<file path="src/hw/rtl/bp16_pkg.sv">
// Shared types and constants for the 16-bit posit (ES = 3) decoder.
// Used by bp16_core and bposit16_decode; depends on nothing else.

package bp16_pkg;

  localparam int CODE_W  = 16;  // raw posit code
  localparam int BODY_W  = 15;  // code without its sign bit
  localparam int ES_BITS = 3;   // exponent field width
  localparam int SIG_W   = 11;  // significand with hidden one
  localparam int EXP_W   = 8;   // binary exponent, two's complement
  localparam int RUN_W   = 4;   // regime run length, 1..15
  localparam int K_W     = 6;   // regime value k, -14..14

  localparam logic [RUN_W-1:0] MAX_RUN = 4'd14;

  typedef struct packed {
    logic                    sign_bit;
    logic [SIG_W-1:0]        significand;
    logic signed [EXP_W-1:0] exponent;
  } result_t;

endpackage

</file>
<file path="src/hw/rtl/bp16_core.sv">
// Combinational decode of one posit code into sign, significand and exponent.
// Depends on bp16_pkg for widths and the result struct.

module bp16_core (
  input  logic [bp16_pkg::CODE_W-1:0] code,
  output bp16_pkg::result_t           res
);

  logic                            neg;
  logic [bp16_pkg::BODY_W-1:0]     body;
  logic [bp16_pkg::BODY_W-1:0]     norm;
  logic                            lead;
  logic [bp16_pkg::RUN_W-1:0]      run;
  logic [bp16_pkg::RUN_W-1:0]      remaining;
  logic [bp16_pkg::RUN_W-1:0]      fw;
  logic [1:0]                      ew;
  logic [bp16_pkg::BODY_W-2:0]     tail;
  logic [bp16_pkg::BODY_W-2:0]     tail_sh;
  logic [bp16_pkg::ES_BITS-1:0]    emask;
  logic [bp16_pkg::ES_BITS-1:0]    ebits;
  logic [bp16_pkg::SIG_W-1:0]      fmask;
  logic [bp16_pkg::SIG_W-1:0]      mant;
  logic [bp16_pkg::K_W-1:0]        k;
  logic signed [bp16_pkg::EXP_W:0] e2;

  assign neg  = code[bp16_pkg::CODE_W-1];
  assign body = neg ? (~code[bp16_pkg::BODY_W-1:0] + 15'd1) : code[bp16_pkg::BODY_W-1:0];

  // Inverting a run of ones turns every regime into a run of leading zeros.
  assign lead = body[bp16_pkg::BODY_W-1];
  assign norm = lead ? ~body : body;

  // Leading-zero count over the 14 bits below the first regime bit.
  always_comb begin
    run = bp16_pkg::RUN_W'(bp16_pkg::BODY_W);
    for (int i = 0; i < bp16_pkg::BODY_W - 1; i++) begin
      if (norm[i]) begin
        run = bp16_pkg::MAX_RUN - bp16_pkg::RUN_W'(i);
      end
    end
  end

  assign k = lead ? ({2'b00, run} - 6'd1) : (6'd0 - {2'b00, run});
  assign remaining = (run >= bp16_pkg::MAX_RUN) ? 4'd0 : (bp16_pkg::MAX_RUN - run);

  assign tail = body[bp16_pkg::BODY_W-2:0] & ((14'd1 << remaining) - 14'd1);
  assign ew   = (remaining >= 4'd3) ? 2'd3 : remaining[1:0];
  assign fw   = remaining - {2'b00, ew};

  // Exponent bits cut off by the end of the word are read as zeros.
  assign tail_sh = tail >> fw;
  assign emask   = (3'd1 << ew) - 3'd1;
  assign ebits   = (tail_sh[bp16_pkg::ES_BITS-1:0] & emask) << (2'd3 - ew);

  assign fmask = (11'd1 << fw) - 11'd1;
  assign mant  = (11'd1 << fw) | (tail[bp16_pkg::SIG_W-1:0] & fmask);

  assign e2 = $signed({k, 3'b000}) + $signed({6'b000000, ebits})
              - $signed({5'b00000, fw});

  always_comb begin
    if (body == '0) begin
      res = '0;
    end else begin
      res.sign_bit    = neg;
      res.significand = mant;
      res.exponent    = e2[bp16_pkg::EXP_W-1:0];
    end
  end

endmodule

</file>
<file path="src/hw/rtl/bposit16_decode.sv">
// Top level of the 16-bit posit (ES = 3) decoder: input and result registers
// around the decode logic. Depends on bp16_pkg and bp16_core.
//
//   channel   direction  tdata fields (lowest bit first)
//   s_axis    in         code[15:0]
//   m_axis    out        sign_bit[0], significand[11:1], exponent[19:12], zeros[23:20]
//
// Each beat passes through two register stages, the input and result registers,
// with the single decode pass between them; one beat is taken every cycle
// while the output is not stalled. Reset clears both valid flags. When the
// output is stalled, the result register holds, and s_tready falls only once
// the input register is full as well.

module bposit16_decode (
  input  logic        clk,
  input  logic        rst,
  input  logic        s_tvalid,
  output logic        s_tready,
  input  logic [15:0] s_tdata,   // code[15:0]
  output logic        m_tvalid,
  input  logic        m_tready,
  output logic [23:0] m_tdata    // sign_bit, significand[10:0], exponent[7:0], pad
);

  logic                         in_valid;
  logic [bp16_pkg::CODE_W-1:0]  in_code;
  bp16_pkg::result_t            dec;
  bp16_pkg::result_t            result;
  logic                         advance;

  assign advance  = !m_tvalid || m_tready;
  assign s_tready = !in_valid || advance;

  always_ff @(posedge clk) begin
    if (rst) begin
      in_valid <= 1'b0;
    end else if (s_tready) begin
      in_valid <= s_tvalid;
    end
  end

  always_ff @(posedge clk) begin
    if (s_tready) begin
      in_code <= s_tdata;
    end
  end

  bp16_core u_core (
    .code (in_code),
    .res  (dec)
  );

  always_ff @(posedge clk) begin
    if (rst) begin
      m_tvalid <= 1'b0;
    end else if (advance) begin
      m_tvalid <= in_valid;
    end
  end

  always_ff @(posedge clk) begin
    if (advance) begin
      result <= dec;
    end
  end

  assign m_tdata = {4'b0000, result.exponent, result.significand, result.sign_bit};

endmodule
</file>
<file path="config.mk">
export PLATFORM = sky130hd
export DESIGN_NAME = bposit16_decode
export DESIGN_NICKNAME = d
export VERILOG_FILES = /design/src/hw/rtl/bp16_pkg.sv /design/src/hw/rtl/bp16_core.sv /design/src/hw/rtl/bposit16_decode.sv
export SDC_FILE = /design/constraint.sdc
export NUM_CORES = 1
export LEC_CHECK = 0
export BUFFER_PORTS_ARGS = -buffer_cell sky130_fd_sc_hd__buf_4
export CAP_MARGIN = 30
export CORE_UTILIZATION = 50
export CTS_CLUSTER_DIAMETER = 120
export DETAILED_ROUTE_END_ITERATION = 6
export PLACE_DENSITY = 0.76
export SETUP_SLACK_MARGIN = 0.1
export SYNTH_ARGS = -nofsm -noshare
export SYNTH_HDL_FRONTEND = slang
export SYNTH_SLANG_ARGS = --single-unit
</file>
<file path="constraint.sdc">
create_clock -name clk -period 14.2 [get_ports clk]
set_clock_uncertainty 0.15 [all_clocks]
set_input_delay 0.71 -clock clk [delete_from_list [all_inputs] [get_ports clk]]
set_output_delay 0.71 -clock clk [all_outputs]
set_load 0.01 [all_outputs]
</file>
# Yosys cells after proc, flatten, opt, wreduce, memory -nomap -nowiden
# Cells that the tools add are included.
[op_classes]
bitwise_logic = 6
order_cmp = 2
mux = 19
add_sub_neg = 11
reduce_logical = 5
n_shift = 5
[op_table]
columns = ["op", "count"]
rows = [
  ["4-bit 2-to-1 mux", 8],
  ["15-bit by 1-bit adder with 15-bit output, second input constant", 1],
  ["15-bit logical NOT", 1],
  ["15-bit 2-to-1 mux", 1],
  ["15-bit NOT", 1],
  ["14-bit bitwise AND", 1],
  ["14-bit 2-to-1 mux", 1],
  ["14-bit NOT", 1],
  ["1-bit by 4-bit left shift with 14-bit output, first input constant", 1],
  ["14-bit by 4-bit right shift with 3-bit output", 1],
  ["14-bit by 1-bit subtractor with 14-bit output, second input constant", 1],
  ["3-bit 2-to-1 mux", 4],
  ["11-bit bitwise AND", 1],
  ["11-bit bitwise OR", 1],
  ["1-bit by 4-bit left shift with 11-bit output, first input constant", 1],
  ["11-bit by 1-bit subtractor with 11-bit output, second input constant", 1],
  ["8-bit by 4-bit adder with 8-bit output", 1],
  ["8-bit by 5-bit subtractor with 8-bit output", 1],
  ["2-bit 2-to-1 mux", 3],
  ["5-bit 2-to-1 mux", 1],
  ["1-bit by 4-bit subtractor with 5-bit output, first input constant", 1],
  ["4-bit by 1-bit subtractor with 5-bit output, second input constant", 1],
  ["4-bit by 2-bit greater-or-equal comparator with 1-bit output, second input constant", 1],
  ["4-bit greater-or-equal comparator, second input constant", 1],
  ["other kinds (10)", 12],
]
[word_totals]
output_inout_bits = 26
ff_bits = 38
inputBits = 20

# Depth between registers and ports, before layout
[depth]
ltp_word = 29
depth_mapped = 30
depth_no_buf = 27

# Hierarchy
# From an unflattened synthesis, not the netlist that was laid out.
[unflattened]
cells_unflattened = 524
area_unflattened_um2 = 4330.4
[by_module_without_submodules]
columns = ["mod", "cells_each", "instances", "area_each_um2", "seq_area_each_um2"]
rows = [
  ["bp16_core", 475, 1, 3144.3, 0.0],
  ["bposit16_decode", 49, 1, 1186.1, 1121.1],
]

# Worst setup path after synthesis
# OpenSTA, ideal clock, no wires.
[synth_timing]
kind = "register to register"
start = "reg in_code[7] (netlist bit)"
end = "reg result (netlist bit m_tdata[18]) (data pin)"
setup_slack_ns = 7.666
stages_incl_launch_ff = 29
arrival_ns = 6.118
path_buffers = 5
required_time_ns = 13.784
setup_time_ns = 0.266
path_cell_list = "edfxtp_1 -> buf_6 -> or4_4 -> buf_6 -> or4_1 -> o211a_1 -> buf_2 -> o2111ai_1 -> a21oi_1 -> o31a_1 -> buf_2 -> ha_1 -> clkbuf_1 -> and2_1 -> ha_1 -> clkinv_1 -> nor2_1 -> nand3_1 -> o31ai_1 -> a311oi_1 -> and3_1 -> or4_1 -> fa_1 -> nor2b_1 -> o21ai_0 -> nor2b_1 -> and3b_1 -> xor2_1 -> nor2_1"
[synth_via]
elab_chain_len = 28
[synth_rtl]
columns = ["item", "line", "text"]
rows = [
  ["from (decl)", "bposit16_decode.sv:26", "logic [bp16_pkg::CODE_W-1:0] in_code;"],
  ["from (signal assigned)", "bposit16_decode.sv:44", "in_code <= s_tdata;"],
  ["15-bit NOT", "bp16_core.sv:27", "assign body = neg ? (~code[bp16_pkg::BODY_W-1:0] + 15'd1) : code[bp16_pkg::BODY_W-1:0];"],
  ["15-bit by 1-bit adder with 15-bit output", "bp16_core.sv:27", ""],
  ["15-bit 2-to-1 mux (*)", "bp16_core.sv:27", ""],
  ["14-bit 2-to-1 mux", "bp16_core.sv:31", "assign norm = lead ? ~body : body;"],
  ["1-bit 2-to-1 mux", "bp16_core.sv:37", "if (norm[i]) begin"],
  ["2-bit 2-to-1 mux (2 in series)", "bp16_core.sv:37", ""],
  ["3-bit 2-to-1 mux (4 in series)", "bp16_core.sv:37", ""],
  ["4-bit 2-to-1 mux (7 in series)", "bp16_core.sv:37", ""],
  ["(+2 left out)", "n/a", ""],
  ["4-bit by 2-bit greater-or-equal comparator with 1-bit output / 1-bit by 4-bit left shift with 14-bit output (equally long branches)", "bp16_core.sv:47, bp16_core.sv:46", ""],
  ["2-bit 2-to-1 mux / 14-bit by 1-bit subtractor with 14-bit output (equally long branches)", "bp16_core.sv:47, bp16_core.sv:46", ""],
  ["4-bit by 2-bit subtractor with 4-bit output (tied with other cells)", "bp16_core.sv:48", "assign fw = remaining - {2'b00, ew};"],
  ["14-bit by 4-bit right shift with 3-bit output / 3-bit by 1-bit subtractor with 3-bit output (equally long branches)", "bp16_core.sv:51, bp16_core.sv:52", ""],
  ["3-bit bitwise AND", "bp16_core.sv:53", "assign ebits = (tail_sh[bp16_pkg::ES_BITS-1:0] & emask) << (2'd3 - ew);"],
  ["3-bit by 2-bit left shift with 3-bit output", "bp16_core.sv:53", ""],
  ["8-bit by 4-bit adder with 8-bit output", "bp16_core.sv:58", "assign e2 = $signed({k, 3'b000}) + $signed({6'b000000, ebits})"],
  ["8-bit by 5-bit subtractor with 8-bit output", "bp16_core.sv:59", "- $signed({5'b00000, fw});"],
  ["to (signal assigned)", "bposit16_decode.sv:63", "result <= dec;"],
  ["to (decl)", "bposit16_decode.sv:28", "bp16_pkg::result_t result;"],
]
# Mark *: on every way between the ends. The rest lies on a longest branch, timed or not.
# A chain may end at the register's enable or synchronous reset.

# Worst setup path after layout
[layout_timing]
start = "reg in_code[6] (netlist bit)"
end = "reg result (netlist bit m_tdata[19]) (data pin)"
# Same word-level chain as after synthesis.

==> out/results.tsv <==
stage	metric	value	unit
run_status	status	finished, final reports clean	
power_and_ir_drop	VDD IR max	44.5	uV
floorplan	ports placed on the boundary	46	
synthesis	area leader, netlist	edfxtp_1	
final_layout	fillcell total	642	
synthesis	FFs w/ async S/R, synth	0	%
power_and_ir_drop	PD cells	123	nW/um^2
timing	Slew headroom	34.1	%
timing	final setup violation count	0	
synthesis	FF+latch count, synth	38	
place	RePlAce Congestion	0.948	
final_layout	P&R area growth vs syn	10.2	%
place	I/O Buffers	41	
routing	via/cell ratio	6.28	
critical_path	Worst Setup End Kind	flip-flop	
critical_path	crit-path max cell delay	0.90	ns
power_and_ir_drop	Leak	1.49	nW
synthesis	Most used DFF post-synth	edfxtp_1	
synthesis	Synth warnings	0	
floorplan	row cnt	30	
power_and_ir_drop	clock power share	14.6	%
routing	antenna viol nets, final	0	
power_and_ir_drop	switching pwr	0.000194	W
synthesis	EDFF count, synth	36	
synthesis	Distinct cells, synth	87	
critical_path	CP bufs+invs	1	
synthesis	Synth Cell Area	3620	sq um
clock_tree	post-cts gate resize count	0	
critical_path	crit path DAT	7.69	ns
worst_hold_path	hold crit path type	flip-flop to flip-flop	
final_layout	share of layout cells above drive strength 1	19.5	%
global_routing	antenna violations before repair	0	
clock_tree	clock latency at the later pin of the worst-skew pair	0.29	ns
power_and_ir_drop	Comb pwr share	51.9	%
critical_path	worst path required time	14.06	ns
timing	fmax	128	MHz
timing	Least-Margin Pin Slew	0.984	ns
global_routing	All-Layer GR Usage	24.9	%
critical_path	crit path cell chain	or4_1 > o41ai_4 > xor2_1 > o2111ai_1 > a21oi_1 > o31a_1 > ha_1 > and2_1 > ha_1 > clkinv_1 > nor2_1 > nand3_1 > o31ai_1 > a311oi_1 > and3_1 > nor4_1 > ha_1 > nor2b_1 > o21ai_0 > nand2b_1 > a211oi_1 > nand3_1 > xor2_1 > nor2_1	
routing	post-DR wirelength/cell	17.2	um
routing	via count	3302	
timing	crit path time final	7.83	ns
floorplan	initial core utilization	52.4	%
global_routing	largest net degree at the start of global routing	33	
final_layout	Final Core Density	57.8	%
clock_tree	CTS root buffer	clkbuf_8	
clock_tree	number of setup buffers added after CTS	0	
final_layout	n_diodes	0	
place	DP Area	3910	sq um
final_layout	nets	463	
global_routing	vias in the first global route	2968	
timing	Final Hold Viols	0	
critical_path	critical path startpoint category	flip-flop	
routing	DRC Markers	0	
synthesis	share of the synthesized area in the top cell type	29.8	%
final_layout	fin cells	526	
clock_tree	clock sink total	38	
routing	DR pass1 iterations	6	
critical_path	CP max-delay cell	or4_1	
critical_path	CP dominant cell by count	ha_1	
critical_path	internal reg-to-reg setup slack	6.37	ns
place	Placed Cells	518	
flow_run	Max Cap Viol	0	
synthesis	Seq/Total Area, Yosys	30.9	%
timing	crit share post-route	55.1	%
critical_path	kind of critical path	flip-flop to flip-flop	
power_and_ir_drop	register share of total power	33.5	%
timing	final hold slack	0.360	ns
clock_tree	CTS Hold Bufs	0	
critical_path	crit path max fanout	17	
timing	RSZ-0062 raised after global routing	no	
floorplan	overall die width	87.1	um
synthesis	Mean Syn Cell Area	8.99	sq um
synthesis	top cells by area, synth	edfxtp_1, xnor2_1, ha_1, nor2_1, o21ai_0	
routing	final WL	9070	um
floorplan	Chip Height	87.1	um
routing	Starting DRT DRC Count	237	
clock_tree	total CTS buffers	5	
timing	Slew Limit Fails	0	
global_routing	first-pass GRT wire length	14600	um
clock_tree	H-tree depth	2	
global_routing	grt ovf	0	
power_and_ir_drop	Sw Ratio	39.5	%
final_layout	cell area after layout	3990	sq um
floorplan	Placeable Area	6910	sq um
power_and_ir_drop	Power Internal	0.000297	W
place	DP HPWL	6810	um
clock_tree	CTS tree	done	
synthesis	cell with the most instances after synthesis	nor2_1	
clock_tree	CTS max path bufs	2	
critical_path	Worst path top cell family by delay	simple AND/OR/NAND/NOR gates	
clock_tree	Reg clk slew, reported paths	0.07	ns
synthesis	top post-synthesis cells by count	nor2_1, edfxtp_1, o21ai_0	
floorplan	full die area	7590	sq um
synthesis	post-synthesis cell count	403	
timing	TNS Setup	0	ns
-- flip-flops by register name, indices dropped and copies added, names as in the netlist --
register	flops
in_valid	1
m_tdata	20
in_code	16
m_tvalid	1
-- worst min-delay path, stage by stage (launching register included) --
cell and delay (ns):
dfxtp_1 0.35, a21oi_1 0.07, nor2_1 0.06
-- metal layers --
metal	track usage (%)	part of all wire, %	vias to the layer above	wire length [um]
met5	0	0	-	0
met4	10.6	3.6	0	325
met3	3.70	6.4	31	582
met2	42.0	49	172	4420
met1	31.9	41	1538	3740
li1	-	-	1561	-
-- cell type report --
class	instances	area, sq um	share of cell area (%)
clock buffer	8	80.1	2.01
inverter	15	58.8	1.47
multi-input combinational	326	2290	57.3
sequential	38	1120	28.1
tap	96	120	3.01
timing repair buffer	43	323	8.09
-- power by group through the flow --
stage / clock network, W / logic, W / registers, W
2_1_floorplan: 0 / 0.000174 / 0.000175
3_3_place_gp: 0 / 0.000250 / 0.000166
3_5_place_dp: 0 / 0.000250 / 0.000167
4_1_cts: 0.0000737 / 0.000252 / 0.000164
5_1_grt: 0.0000779 / 0.000282 / 0.000167
6_report: 0.0000716 / 0.000255 / 0.000164
-- per-stage QoR --
step | total power (W) | setup WS [ns]
2_1_floorplan | 0.000349 | 7.67
3_3_place_gp | 0.000416 | 6.68
3_5_place_dp | 0.000417 | 6.50
4_1_cts | 0.000490 | 6.45
5_1_grt | 0.000527 | 5.77
6_report | 0.000491 | 6.37
-- cell families (layout without fill, tap and decap cells) --
family	after synthesis	in the layout	share of synthesized area [%]
AND/OR/NAND/NOR	158	158	24.3
other	1	4	0.104
XOR/XNOR	28	28	6.98
multiplexers	4	4	1.11
flip-flops	38	38	31.0
adder cells (fa/ha/maj)	14	14	5.04
buffers and inverters	42	66	6.29
AO/OA/AOI/OAI	118	118	25.2
-- layout by cell type (no fill, tap or decap), drive strengths merged, types with 13 or more instances in the layout --
cell / n
o21ai: 26
nand3: 17
edfxtp: 36
buf: 43
ha: 13
nand2: 24
nor2: 47
nor3: 14
xnor2: 20
inv: 14
a21oi: 20
-- worst paths after layout --
check	end	cells after the start	start
worst min-delay path	in_valid	2	in_valid
worst min register to register	in_valid	2	in_valid
worst max-delay path	m_tdata[19]	24	in_code[6]
worst max register to register	m_tdata[19]	24	in_code[6]
No activity file was read; power rests on OpenSTA's default activity.
